$ cat config.mk
export PLATFORM = sky130hd
export DESIGN_NAME = rx_message_keyword_recognizer
export DESIGN_NICKNAME = d
export VERILOG_FILES = /design/src/design/rmkr_pkg.sv /design/src/design/rx_message_keyword_recognizer.sv /design/src/design/rmkr_matcher.sv
export SDC_FILE = /design/constraint.sdc
export NUM_CORES = 1
export LEC_CHECK = 0
export BUFFER_PORTS_ARGS = -buffer_cell sky130_fd_sc_hd__buf_2
export CORE_MARGIN = 10
export CORE_UTILIZATION = 30
export CTS_CLUSTER_SIZE = 14
export DETAILED_ROUTE_END_ITERATION = 7
export HOLD_SLACK_MARGIN = 0.02
export PLACE_DENSITY_LB_ADDON = 0.12
export SYNTH_ARGS = -nofsm -noshare
export SYNTH_HDL_FRONTEND = slang
export SYNTH_HIERARCHICAL = 1
export SYNTH_SLANG_ARGS = --single-unit
$ cat constraint.sdc
create_clock -name clock -period 12.2 [get_ports clock]
set_input_delay 0.61 -clock clock [delete_from_list [all_inputs] [get_ports clock]]
set_output_delay 0.61 -clock clock [all_outputs]
set_load 0.1 [all_outputs]
$ cat src/design/rmkr_pkg.sv
// Shared types, constants and keyword tables of the RX message keyword recognizer.
package rmkr_pkg;

   localparam int MSG_SIZE_DEFAULT  = 64;
   localparam int NUM_KEYS          = 8;
   localparam int KEY_MAX_LEN       = 6;
   localparam int KEY_SETVT         = 6;
   localparam logic [15:0] IDLE_TIMEOUT_RESET = 16'h2000;

   localparam logic CMD_BYTE = 1'b0;
   localparam logic CMD_TICK = 1'b1;

   localparam logic END_FULL    = 1'b0;
   localparam logic END_TIMEOUT = 1'b1;

   // Control from the message sequencer to every keyword matcher.
   typedef struct packed {
      logic       feed;   // a live text byte reaches the matchers
      logic       clear;  // the message ends, drop all progress
      logic [7:0] data;
   } match_ctl_type;

   // Status back from one matcher.
   typedef struct packed {
      logic found;  // keyword seen earlier in this message
      logic hit;    // keyword completes with the byte of this cycle
   } match_stat_type;

   // Keyword text, left-justified, zero-padded to six bytes.
   function automatic logic [47:0] key_text(input int k);
      logic [47:0] t;
      case (k)
         0:       t = {"OK", 32'h0};
         1:       t = {"bon", 24'h0};
         2:       t = {"boff", 16'h0};
         3:       t = {"rv", 32'h0};
         4:       t = {"rloc", 16'h0};
         5:       t = "setnr=";
         6:       t = "setvt=";
         7:       t = "$GPRMC";
         default: t = '0;
      endcase
      return t;
   endfunction

   function automatic logic [2:0] key_len(input int k);
      logic [2:0] n;
      case (k)
         0:       n = 3'd2;
         1:       n = 3'd3;
         2:       n = 3'd4;
         3:       n = 3'd2;
         4:       n = 3'd4;
         5:       n = 3'd6;
         6:       n = 3'd6;
         7:       n = 3'd6;
         default: n = 3'd1;
      endcase
      return n;
   endfunction

endpackage

$ cat src/design/rx_message_keyword_recognizer.sv
// Top level: input register, message sequencer, eight keyword matchers, result register.
//
//   channel  direction  ports                                    handshake
//   req      in         req_cmd, req_data_byte                   req_valid / req_ready
//   rsp      out        rsp_*_seen, rsp_threshold_byte,          rsp_valid / rsp_ready
//                       rsp_message_length, rsp_end_cause
//   csr      in         csr_write_data (idle_timeout)            csr_write_en, no wait
//
// One request per cycle sustained while no result waits; the result of a message that a
// request ends enters the result register as the request leaves the input register.
// Reset is synchronous, active high; it clears all message state and loads idle_timeout
// with 0x2000. When a result waits in the result register, the next request is held in
// the input register; req_ready stays high as long as that register can advance.
module rx_message_keyword_recognizer
   import rmkr_pkg::*;
#(
   parameter int MSG_SIZE = MSG_SIZE_DEFAULT
) (
   input  logic        clock,
   input  logic        reset,
   input  logic        req_valid,
   output logic        req_ready,
   input  logic        req_cmd,
   input  logic [7:0]  req_data_byte,
   output logic        rsp_valid,
   input  logic        rsp_ready,
   output logic        rsp_ok_seen,
   output logic        rsp_buzzer_on_seen,
   output logic        rsp_buzzer_off_seen,
   output logic        rsp_voltage_request_seen,
   output logic        rsp_location_request_seen,
   output logic        rsp_number_update_seen,
   output logic        rsp_threshold_update_seen,
   output logic        rsp_position_sentence_seen,
   output logic [7:0]  rsp_threshold_byte,
   output logic [6:0]  rsp_message_length,
   output logic        rsp_end_cause,
   input  logic        csr_write_en,
   input  logic [15:0] csr_write_data
);

   localparam int CNT_W = $clog2(MSG_SIZE + 1);
   localparam logic [CNT_W-1:0] CNT_FULL = CNT_W'(MSG_SIZE);

   // configuration
   logic [15:0] timeout_ff;

   // input register
   logic        s1_valid_ff, s1_valid_in;
   logic        s1_cmd_ff;
   logic [7:0]  s1_byte_ff;

   // message state
   logic [CNT_W-1:0] cnt_ff, cnt_in;
   logic [15:0]      ticks_ff, ticks_in;
   logic             run_ff, run_in;
   logic             ended_ff, ended_in;
   logic             pending_ff, pending_in;
   logic [7:0]       cap_ff, cap_in;

   // result register
   logic             rsp_valid_ff, rsp_valid_in;
   logic [NUM_KEYS-1:0] rsp_flags_ff;
   logic [7:0]       rsp_thr_ff;
   logic [6:0]       rsp_len_ff;
   logic             rsp_cause_ff;

   logic             advance;
   logic             is_byte;
   logic             live;
   logic             zero_byte;
   logic [CNT_W-1:0] cnt_inc;
   logic [16:0]      ticks_inc;
   logic [15:0]      tmo_eff;
   logic             full_done;
   logic             tick_done;
   logic             finish;
   logic [7:0]       cap_now;
   logic [NUM_KEYS-1:0] flags_now;
   logic [CNT_W+6:0] len_wide;
   match_ctl_type    mctl;
   match_stat_type   mstat [NUM_KEYS];

   assign advance   = s1_valid_ff && (!rsp_valid_ff || rsp_ready);
   assign req_ready = !s1_valid_ff || advance;

   always_comb begin
      s1_valid_in = s1_valid_ff;
      if (req_valid && req_ready) begin
         s1_valid_in = 1'b1;
      end else if (advance) begin
         s1_valid_in = 1'b0;
      end
   end

   always_ff @(posedge clock) begin
      if (reset) begin
         s1_valid_ff <= 1'b0;
         timeout_ff  <= IDLE_TIMEOUT_RESET;
      end else begin
         s1_valid_ff <= s1_valid_in;
         if (csr_write_en) begin
            timeout_ff <= csr_write_data;
         end
      end
   end

   always_ff @(posedge clock) begin
      if (req_valid && req_ready) begin
         s1_cmd_ff  <= req_cmd;
         s1_byte_ff <= req_data_byte;
      end
   end

   // sequencer: frame bytes into messages and decide when one ends
   always_comb begin
      is_byte   = (s1_cmd_ff == CMD_BYTE);
      live      = is_byte && !ended_ff;
      zero_byte = (s1_byte_ff == 8'd0);
      cnt_inc   = cnt_ff + CNT_W'(1);
      ticks_inc = {1'b0, ticks_ff} + 17'd1;
      tmo_eff   = (timeout_ff == 16'd0) ? 16'd1 : timeout_ff;
      full_done = is_byte && (cnt_inc >= CNT_FULL);
      tick_done = (s1_cmd_ff == CMD_TICK) && run_ff && (ticks_inc >= {1'b0, tmo_eff});
      finish    = advance && (full_done || tick_done);

      mctl.feed  = advance && live && !zero_byte;
      mctl.clear = finish;
      mctl.data  = s1_byte_ff;

      for (int k = 0; k < NUM_KEYS; k++) begin
         flags_now[k] = mstat[k].found | mstat[k].hit;
      end

      // the byte right after setvt= is taken before the matchers see it
      cap_now = cap_ff;
      if (advance && live && pending_ff) begin
         cap_now = zero_byte ? 8'd0 : s1_byte_ff;
      end

      len_wide = {7'd0, (is_byte ? cnt_inc : cnt_ff)};
   end

   always_comb begin
      cnt_in     = cnt_ff;
      ticks_in   = ticks_ff;
      run_in     = run_ff;
      ended_in   = ended_ff;
      pending_in = pending_ff;
      cap_in     = cap_now;
      if (finish) begin
         cnt_in     = '0;
         ticks_in   = '0;
         run_in     = 1'b0;
         ended_in   = 1'b0;
         pending_in = 1'b0;
         cap_in     = '0;
      end else if (advance) begin
         if (is_byte) begin
            cnt_in   = cnt_inc;
            ticks_in = '0;
            run_in   = 1'b1;
            if (live) begin
               if (zero_byte) begin
                  ended_in = 1'b1;
               end
               pending_in = mstat[KEY_SETVT].hit;
            end
         end else if (run_ff) begin
            ticks_in = ticks_inc[15:0];
         end
      end
   end

   always_ff @(posedge clock) begin
      if (reset) begin
         cnt_ff     <= '0;
         ticks_ff   <= '0;
         run_ff     <= 1'b0;
         ended_ff   <= 1'b0;
         pending_ff <= 1'b0;
         cap_ff     <= '0;
      end else begin
         cnt_ff     <= cnt_in;
         ticks_ff   <= ticks_in;
         run_ff     <= run_in;
         ended_ff   <= ended_in;
         pending_ff <= pending_in;
         cap_ff     <= cap_in;
      end
   end

   for (genvar g = 0; g < NUM_KEYS; g++) begin : g_key
      rmkr_matcher #(
         .KEY(g)
      ) u_matcher (
         .clock(clock),
         .reset(reset),
         .ctl  (mctl),
         .stat (mstat[g])
      );
   end

   // result register
   assign rsp_valid_in = finish ? 1'b1 : (rsp_valid_ff && !rsp_ready);

   always_ff @(posedge clock) begin
      if (reset) begin
         rsp_valid_ff <= 1'b0;
      end else begin
         rsp_valid_ff <= rsp_valid_in;
      end
   end

   always_ff @(posedge clock) begin
      if (finish) begin
         rsp_flags_ff <= flags_now;
         rsp_thr_ff   <= cap_now;
         rsp_len_ff   <= len_wide[6:0];
         rsp_cause_ff <= tick_done ? END_TIMEOUT : END_FULL;
      end
   end

   assign rsp_valid                  = rsp_valid_ff;
   assign rsp_ok_seen                = rsp_flags_ff[0];
   assign rsp_buzzer_on_seen         = rsp_flags_ff[1];
   assign rsp_buzzer_off_seen        = rsp_flags_ff[2];
   assign rsp_voltage_request_seen   = rsp_flags_ff[3];
   assign rsp_location_request_seen  = rsp_flags_ff[4];
   assign rsp_number_update_seen     = rsp_flags_ff[5];
   assign rsp_threshold_update_seen  = rsp_flags_ff[6];
   assign rsp_position_sentence_seen = rsp_flags_ff[7];
   assign rsp_threshold_byte         = rsp_thr_ff;
   assign rsp_message_length         = rsp_len_ff;
   assign rsp_end_cause              = rsp_cause_ff;

   a_clear_on_finish: assert property (@(posedge clock) disable iff (reset)
      finish |=> (cnt_ff == '0) && !run_ff && !pending_ff)
      else $error("message state not cleared after a result");

   a_full_length: assert property (@(posedge clock) disable iff (reset)
      (rsp_valid && (rsp_end_cause == END_FULL)) |-> (rsp_message_length == 7'(MSG_SIZE)))
      else $error("full message reports wrong length");

   a_no_feed_after_zero: assert property (@(posedge clock) disable iff (reset)
      ended_ff |-> !mctl.feed)
      else $error("matchers fed after end of text");

   a_idle_timer: assert property (@(posedge clock) disable iff (reset)
      !run_ff |-> (ticks_ff == 16'd0))
      else $error("idle ticks counted with no message in progress");

endmodule

$ cat src/design/rmkr_matcher.sv
// One keyword matcher: tracks the matched prefix length and the found flag.
module rmkr_matcher
   import rmkr_pkg::*;
#(
   parameter int KEY = 0
) (
   input  logic           clock,
   input  logic           reset,
   input  match_ctl_type  ctl,
   output match_stat_type stat
);

   localparam logic [47:0] TXT   = key_text(KEY);
   localparam logic [2:0]  LEN   = key_len(KEY);
   localparam logic [7:0]  FIRST = TXT[47:40];

   logic [2:0]  prog_ff, prog_in;
   logic        found_ff, found_in;
   logic [47:0] txt_sh;
   logic        match;
   logic [2:0]  prog_adv;
   logic        hit;

   always_comb begin
      txt_sh   = TXT << {prog_ff, 3'b000};
      match    = (prog_ff < LEN) && (txt_sh[47:40] == ctl.data);
      // every keyword's first character is unique in it, so restart at 1 or 0
      prog_adv = match ? prog_ff + 3'd1 : ((ctl.data == FIRST) ? 3'd1 : 3'd0);
      hit      = ctl.feed && !found_ff && (prog_adv == LEN);
   end

   always_comb begin
      prog_in  = prog_ff;
      found_in = found_ff;
      if (ctl.clear) begin
         prog_in  = '0;
         found_in = 1'b0;
      end else if (ctl.feed && !found_ff) begin
         prog_in  = hit ? 3'd0 : prog_adv;
         found_in = hit;
      end
   end

   always_ff @(posedge clock) begin
      if (reset) begin
         prog_ff  <= '0;
         found_ff <= 1'b0;
      end else begin
         prog_ff  <= prog_in;
         found_ff <= found_in;
      end
   end

   assign stat.found = found_ff;
   assign stat.hit   = hit;

endmodule

==> results of run 1 <==
==> routing by layer <==
layer | wire [µm] | part of all wire, % | vias to the layer above
met5 | 0 | 0 | -
met4 | 106 | 0.57 | 0
met3 | 640 | 3.5 | 8
met1 | 8700 | 47 | 2721
li1 | - | - | 2973
met2 | 8990 | 49 | 74
==> synthesized netlist by cell type, types with 7 or more instances <==
cell type,instances
dfxtp_1,84
nor2_1,71
nand2_1,58
inv_1,49
ha_1,42
nand3_1,35
edfxtp_1,33
nor3_1,28
a21oi_1,26
mux2i_1,21
nand4_1,20
xnor2_1,20
xor2_1,19
nand2b_1,18
o21ai_0,18
buf_4,16
clkbuf_1,13
or2_2,13
nor2_2,10
buf_6,9
mux2_2,9
nand3b_1,9
a21oi_2,8
a22oi_1,8
nor4_1,8
a21o_1,7
nor4b_1,7
==> per-stage QoR <==
step           std cells  hold WS (ns)
6_report            1181         0.364
3_3_place_gp        1149         0.463
2_1_floorplan        803         0.447
3_5_place_dp        1149         0.468
4_1_cts             1181         0.348
5_1_grt             1181         0.344
==> cell type report <==
| class | instances | area (µm²) | area share, % |
|---|---|---|---|
| sequential | 117 | 2670 | 31.5 |
| clock inverter | 12 | 87.6 | 1.03 |
| timing repair buffer | 63 | 335 | 3.96 |
| clock buffer | 20 | 478 | 5.64 |
| multi-input combinational | 596 | 4310 | 50.9 |
| tap | 324 | 405 | 4.78 |
| inverter | 49 | 184 | 2.17 |
==> registers in the layout, summed over array words and instances (netlist names), 7 cells and up <==
name and count:
rsp_flags_ff 8, ticks_ff 16, cnt_ff 7, cap_ff 8, rsp_message_length 7, s1_byte_ff 8, g_key.u_matcher/prog_ff 24, g_key.u_matcher/found_ff 8
timeout_ff 16, rsp_threshold_byte 8
==> critical path: stages (launching register included) <==
cell	delay (ns)
dfxtp_1	0.39
ha_1	0.24
and3_1	0.29
and3_4	0.29
nand3_1	0.10
xnor2_1	0.22
ha_1	0.28
a211oi_1	0.23
nor2_1	0.08
nor3_1	0.17
o211ai_1	0.19
a221oi_4	0.61
nor2_4	0.02
buf_4	0.32
or2_2	0.40
or3_1	0.35
nor2_1	0.10
a31oi_1	0.05
o211ai_2	0.09
==> power breakdown <==
part           internal [µW]  switching [µW]
Clock                    285             198
Sequential               404            8.63
Combinational           24.8            42.9
==> path summary, 6_finish.rpt <==
| path | slack, ns | start | cells after the start | to |
|---|---|---|---|---|
| max | 7.63 | ticks_ff[0]$_SDFFE_PP0P_ | 18 | g_key[7].u_matcher/prog_ff[0]$_SDFFE_PP0P_ |
| min | 0.36 | req_data_byte[0] | 1 | s1_byte_ff[0]$_DFFE_PP_ |
| max reg2reg | 7.63 | ticks_ff[0]$_SDFFE_PP0P_ | 18 | g_key[7].u_matcher/prog_ff[0]$_SDFFE_PP0P_ |
| min reg2reg | 0.47 | g_key[2].u_matcher/prog_ff[1]$_SDFFE_PP0P_ | 2 | g_key[2].u_matcher/prog_ff[1]$_SDFFE_PP0P_ |
==> logic make-up (layout without fill, tap and decap cells) <==
kind of cell	count (synthesis)	count (layout)	synth area share, %
and+or+nand+nor	351	351	27.6
xor gates and xnor gates	39	39	4.59
AOI/OAI and AO/OA	134	134	14.3
adders and majority gates	42	42	7.06
buffers and inverters	90	144	6.31
DFF	117	117	35.9
muxes	30	30	4.19
==> flow_summary.ini, run 1 <==
[logic_synthesis]
yosysSeqAreaShare_pct = 35.9
postSynthAreaPerCell_um2 = 9.27
syn_area_um2 = 7440
synth_top_area_share_pct = 22.6
synth_edf_count = 33
ys_warn_count = 6
ys.flop_type = dfxtp_1
ys_top_cells_by_area = dfxtp_1 23%, edfxtp_1 13%, ha_1 7.1%
synthArstFlopShare_pct = 0
synth_cell_type_count = 97
synth_nets = 875
synth_top_area_cell = dfxtp_1
synth_seq_cells = 117
synthCells = 803

[power_and_ir_drop]
leakage_uw = 0.00326
p_total_uw = 963
ir_worst_vdd_uv = 63.9
cellPowerDensity_nw_per_um2 = 114

[floorplan]
ios = 56
die_h_um = 177
fp.dieW_um = 177
core-area_um2 = 24400
die_area_um2 = 31500
start_util_pct = 30.5
rows = 57

[timing]
fin_crit_sh_pct = 37.4
tns_ns = 0
drv_slew = 0
final-hold-violation-count = 0
skew_ns = 0.00915
fmax_mhz = 219
slew_headroom_pct = 30.9
fin_crit_ns = 4.57
tightest_slew_ns = 1.03
worst_slack_ns = 7.63
rsz0062_at_grt = false
setup_violations = 0

[grt]
gr-max-usage-layer = met2
track_usage_pct = 12.1
overflow = 0
met1_usage_pct = 15.0
use_met3_pct = 3.17
grt_pass1_vias = 5822
antenna_found_initial = 0
grt_pass1_wl_mm = 30.8
met2_usage_pct = 20.4
grt_max_degree = 44

[setup_path]
cp-end-kind = flip-flop
critical_path_arrival_ns = 4.91
crit_fanout = 41
start_kind = flip-flop
critical_path_class = reg -> reg
required_ns = 12.54

[place]
gp_congestion = 0.795
dpl-instance-area_um2 = 7910
io_buffers = 55
place_ws_ns = 7.57
hpwl_mm = 12.3

[detailed_routing]
drc = 0
post_drt_wl_per_cell_um = 15.6
initialDrtViolationCount = 421
routed_wl_mm = 18.4
vias = 5776
viasPerCell = 4.89
first_pass_iters = 5
antenna_left = 0

[finish]
mostFrequentLayoutCells = 84 x dfxtp_1, 70 x nor2_1, 58 x nand2_1
drive_above_1_share_pct = 21.0
final_common_cell = dfxtp_1
syn_to_final_growth_pct = 13.9
final_area_um2 = 8480
final_nets = 916
fillers = 2552
antennaDiodeCount = 0
final_util_pct = 34.7

[clock_tree]
cts_buffer_depth = 2
clock_sinks = 117
clock-root-buffer = clkbuf_16
cts.clk_slew.worst_paths_ns = 0.06
tritoncts = yes
cts_max_level = 4
cts_resized = 0
hold_buffers = 0
post_cts_buffers = 0
clock_latency_ns = 0.42
cts-buffers-inserted = 17

[status]
status = complete, no violations

[job]
maxCapViolations = 0

[worst_hold_path]
min_path_type = in -> reg
Note: power is estimated with default switching activity, not from simulation.
==> inputs of run 2 (changes only) <==
==> constraint.sdc (replaced) <==
create_clock -name clock -period 4.5 [get_ports clock]
set_input_delay 0.225 -clock clock [delete_from_list [all_inputs] [get_ports clock]]
set_output_delay 0.225 -clock clock [all_outputs]
set_load 0.1 [all_outputs]
==> run 2 against run 1 <==
Cell area up 1.9%; critical endpoint unchanged; count of clock-buffer cells in the layout down 2; combinational power rose to 3.0 times the previous value; via count up 1.9%; largest power group unchanged; highest routed layer unchanged.
==> flow_summary.ini, run 2 (synthesis gave the netlist of run 1 again) <==
[power_and_ir_drop]
power_frac_clock_pct = 49.7
leakage_uw = 0.00334
pwr-share-seq_pct = 42.6
cellPowerDensity_nw_per_um2 = 302
ir_worst_vdd_uv = 209
switching_power_uw = 682
share_comb_of_total_power_pct = 7.7
intPower_uw = 1920
p_sw_share_pct = 26.2

[clock_tree]
cts_max_level = 4
post_cts_buffers = 0
tritoncts = yes
cts-buffers-inserted = 17
cts_buffer_depth = 2
cts.clk_slew.worst_paths_ns = 0.07
clock_latency_ns = 0.42
clock_sinks = 117
clock-root-buffer = clkbuf_16

[floorplan]
core-area_um2 = 24400
ios = 56
rows = 57
fp.dieW_um = 177
start_util_pct = 30.5
die_h_um = 177
die_area_um2 = 31500

[grt]
grt_max_degree = 33
grt_pass1_vias = 5882
track_usage_pct = 12.1
antenna_found_initial = 0
overflow = 0
grt_pass1_wl_mm = 30.9

[timing]
skew_ns = 0.0123
final-hold-violation-count = 0
fin_crit_sh_pct = 89.4
rsz0062_at_grt = false
setup_violations = 0
tns_ns = 0
fin_crit_ns = 4.02
slew_headroom_pct = 39.0
tightest_slew_ns = 0.911
worst_slack_ns = 0.476
drv_slew = 0
fmax_mhz = 249

[finish]
final_common_cell = dfxtp_1
syn_to_final_growth_pct = 16.0
mostFrequentLayoutCells = 84 x dfxtp_1, 70 x nor2_1, 58 x nand2_1
drive_above_1_share_pct = 21.3
final_util_pct = 35.4
stdcell_count = 1196
final_nets = 931
top_regs = g_key.u_matcher/prog_ff: 24 flops, ticks_ff: 16 flops, timeout_ff: 16 flops
largest_register_ffs = 24
regMostFlops = g_key.u_matcher/prog_ff
antennaDiodeCount = 0

[setup_path]
start_kind = flip-flop
critical_path_arrival_ns = 4.37
required_ns = 4.84
r2r_setup_slack_ns = 0.48
startpoint = ticks_ff[0]$_SDFFE_PP0P_
crit_fanout = 10
critical_path_class = reg -> reg
rr_startpoint = ticks_ff[0]$_SDFFE_PP0P_
cp-end-kind = flip-flop

[place]
io_buffers = 55
dpl.cell_count = 1155
gp_congestion = 0.789
hpwl_mm = 12.8
place_ws_ns = 0.477

[detailed_routing]
routed_wl_mm = 18.4
viasPerCell = 4.92
antenna_left = 0
post_drt_wl_per_cell_um = 15.4
first_pass_iters = 4
initialDrtViolationCount = 326
vias = 5887
drc = 0

[worst_hold_path]
min_from = csr_write_data[5]
min_path_type = in -> reg

[job]
maxCapViolations = 0

[status]
status = complete, no violations
## run 2: cell count changes in the layout (fill, tap and decap cells not counted)
cell	change
inv_8	+1
buf_4	+4
buf_12	+2
dlygate4sd3_1	+9
clkbuf_8	-2
inv_4	-3
clkinvlp_4	+1
inv_6	+2
clkinv_4	+1
## run 2: worst max-delay path, stage by stage, from the launching register on
cell and delay, ns:
dfxtp_1 0.41, ha_1 0.25, and3_1 0.28, and3_4 0.28, nand3_1 0.11, xnor2_1 0.21
ha_1 0.28, a211oi_1 0.21, nor2_1 0.07, nor3_1 0.16, o211ai_1 0.21, a221oi_4 0.35
nor2_4 0.14, or2_2 0.38, or3_1 0.35, nor2_1 0.10, a31oi_1 0.06, o211ai_2 0.09
## run 2: path summary, 6_finish.rpt
check                                               end  depth (start not counted)
max          g_key[7].u_matcher/prog_ff[0]$_SDFFE_PP0P_                         17
min                          timeout_ff[5]$_SDFFE_PP0P_                          3
max reg2reg  g_key[7].u_matcher/prog_ff[0]$_SDFFE_PP0P_                         17
min reg2reg    g_key[3].u_matcher/found_ff$_SDFFE_PP0P_                          1
## run 2: area by class of cell
class	count	area, µm²
clock inverter	14	114
sequential	117	2670
multi-input combinational	596	4310
clock buffer	18	450
tap	324	405
inverter	49	184
fill	2542	15800
timing repair buffer	78	495
## run 2: power groups by stage
stage          sequential [µW]  combinational (µW)  clock (µW)
2_1_floorplan             1140                 120           0
6_report                  1110                 200        1290
4_1_cts                   1110                 204        1340
3_5_place_dp              1130                 197           0
5_1_grt                   1110                 225        1380
3_3_place_gp              1130                 198           0
## run 2: metrics by stage
| step | total power [µW] | hold WS [ns] | cell area (µm²) |
|---|---|---|---|
| 2_1_floorplan | 1260 | 0.296 | 7440 |
| 3_3_place_gp | 1330 | 0.402 | 7980 |
| 3_5_place_dp | 1330 | 0.403 | 7980 |
| 4_1_cts | 2650 | 0.0206 | 8630 |
| 5_1_grt | 2720 | 0.0432 | 8630 |
| 6_report | 2600 | 0.0353 | 8630 |
## run 2: metal layers
metal  global-route usage [%]  vias to the layer above  routed length (µm)
li1                         -                     3011                   -
met1                     15.1                     2788                8890
met2                     20.6                       72                8780
met3                     2.61                       16                 528
met4                     3.30                        0                 223
met5                        0                        -                   0
## run 2: timing repair
item,in CTS,in global routing
hold buffers,9,0
hold endpoints to repair,9,0
resized for setup,0,0
==> inputs of run 3 (changes only) <==
--- a/config.mk
+++ b/config.mk
@@ -7,7 +7,7 @@
 export LEC_CHECK = 0
 export BUFFER_PORTS_ARGS = -buffer_cell sky130_fd_sc_hd__buf_2
 export CORE_MARGIN = 10
-export CORE_UTILIZATION = 30
+export CORE_UTILIZATION = 25
 export CTS_CLUSTER_SIZE = 14
 export DETAILED_ROUTE_END_ITERATION = 7
 export HOLD_SLACK_MARGIN = 0.02
==> run 3 against run 2 <==
Total power up 5.9%; critical endpoint unchanged; register-to-register slack better by 0.11 ns; largest power group unchanged; non-clock buffer count up 1; clock power up 12%; global-route usage down 1.3 points; count of clock-buffer cells in the layout up 7; utilization down 5.5 points; cell count up 5.6%; critical path type unchanged; largest cell class unchanged; highest routed layer unchanged; sequential power about the same; combinational power about the same; first-iteration DRC count down 31%.
==> flow_summary.ini, run 3 (synthesis gave the netlist of run 1 again) <==
[detailed_routing]
initialDrtViolationCount = 225
drc = 0
antenna_left = 0
post_drt_wl_per_cell_um = 15.6
vias = 5901
viasPerCell = 4.67
routed_wl_mm = 19.7
first_pass_iters = 4

[clock_tree]
cts-buffers-inserted = 17
clock-root-buffer = clkbuf_16
cts_buffer_depth = 2
post_cts_buffers = 0
cts_resized = 0
clock_latency_ns = 0.42
tritoncts = yes
clock_sinks = 117
hold_buffers = 13
cts.clk_slew.worst_paths_ns = 0.06
cts_max_level = 4

[finish]
final_common_cell = dfxtp_1
drive_above_1_share_pct = 20.8
final_area_um2 = 8800
antennaDiodeCount = 0
top_regs = g_key.u_matcher/prog_ff: 24 flops, ticks_ff: 16 flops, timeout_ff: 16 flops
largest_register_ffs = 24
stdcell_count = 1263
syn_to_final_growth_pct = 18.3
final_util_pct = 29.9
mostFrequentLayoutCells = 84 x dfxtp_1, 70 x nor2_1, 58 x nand2_1
regMostFlops = g_key.u_matcher/prog_ff
final_nets = 932

[power_and_ir_drop]
p_total_uw = 2760
ir_worst_vdd_uv = 226
leakage_uw = 0.00337
cellPowerDensity_nw_per_um2 = 313

[grt]
track_usage_pct = 10.8
antenna_found_initial = 0
grt_max_degree = 41
grt_pass1_vias = 6004
overflow = 0
grt_pass1_wl_mm = 32.0

[timing]
fin_crit_ns = 3.91
skew_ns = 0.0121
rsz0062_at_grt = false
slew_headroom_pct = 29.6
drv_slew = 0
fin_crit_sh_pct = 86.9
setup_violations = 0
tns_ns = 0
fmax_mhz = 256
final-hold-violation-count = 0
tightest_slew_ns = 1.06

[setup_path]
rr_startpoint = ticks_ff[0]$_SDFFE_PP0P_
startpoint = ticks_ff[0]$_SDFFE_PP0P_
critical_path_class = reg -> reg
r2r_setup_slack_ns = 0.59
crit_chain = ha_1 > and3_1 > and3_4 > nand3_1 > xnor2_1 > ha_1 > a211oi_1 > nor2_1 > nor3_1 > o211ai_1 > a221oi_4 > nor2_4 > or2_2 > or3_1 > nor2_1 > a31oi_1 > o211ai_2
timing.rr.end = g_key[7].u_matcher/prog_ff[0]$_SDFFE_PP0P_
crit_buf_inv = 0
cp_top_family = simple AND/OR/NAND/NOR gates
path_depth = 17
rr_worst_depth = 17
slowest_stage = dfxtp_1
slowest_delay_ns = 0.40
cp-end-kind = flip-flop
endpoint = g_key[7].u_matcher/prog_ff[0]$_SDFFE_PP0P_
required_ns = 4.84
crit_fanout = 7
critical_path_arrival_ns = 4.26
start_kind = flip-flop

[floorplan]
start_util_pct = 25.2
die_area_um2 = 37100
die_h_um = 193
rows = 63
fp.dieW_um = 193
ios = 56
core-area_um2 = 29500

[job]
maxCapViolations = 0

[place]
io_buffers = 55
dpl-instance-area_um2 = 8040
dpl.cell_count = 1218
gp_congestion = 0.753
hpwl_mm = 13.3

[worst_hold_path]
min_path_type = in -> reg

[status]
status = complete, no violations
[run 3: cell type report]
cell class | instances | area (µm²)
fill | 3111 | 20700
multi-input combinational | 596 | 4310
sequential | 117 | 2670
clock buffer | 25 | 582
timing repair buffer | 79 | 513
tap | 390 | 488
inverter | 49 | 184
clock inverter | 7 | 48.8
[run 3: worst min-delay path by stage]
stage,from,slack [ns],depth (start not counted),endpoint
6_report,csr_write_data[8],0.04,3,timeout_ff[8]$_SDFFE_PP0P_
3_3_place_gp,req_data_byte[3],0.40,1,s1_byte_ff[3]$_DFFE_PP_
2_1_floorplan,reset,0.30,1,g_key[2].u_matcher/found_ff$_SDFFE_PP0P_
4_1_cts,csr_write_data[8],0.02,3,timeout_ff[8]$_SDFFE_PP0P_
3_5_place_dp,req_data_byte[3],0.40,1,s1_byte_ff[3]$_DFFE_PP_
5_1_grt,req_valid,0.04,3,s1_valid_ff$_SDFFE_PP0P_
[run 3: power breakdown]
part           leakage, µW  total [µW]  internal, µW  switching [µW]
combinational      0.00205         197          76.9             120
sequential         0.00101        1120          1090            23.2
clock             0.000308        1440           902             540
total              0.00337        2760          2070             684
[run 3: tightest hold or removal path: cells and delay by family]
| family | cells | cell delay [ns] |
|---|---|---|
| muxes | 1 | 0.05 |
| buffers and inverters | 1 | 0.07 |
| and+or+nand+nor | 1 | 0.07 |
[run 3: metal layers]
layer	vias to the layer above	share of wire [%]	GRT usage [%]
met1	2817	48	13.5
met2	66	47	18.2
li1	3003	-	-
met4	0	1.2	3.37
met3	15	2.9	2.40
met5	-	0	0
[run 3: per-stage QoR]
step | hold slack, ns | setup slack (ns)
4_1_cts | 0.0210 | 0.527
3_3_place_gp | 0.403 | 0.615
6_report | 0.0360 | 0.588
3_5_place_dp | 0.404 | 0.558
5_1_grt | 0.0410 | 0.202
2_1_floorplan | 0.296 | 0.264
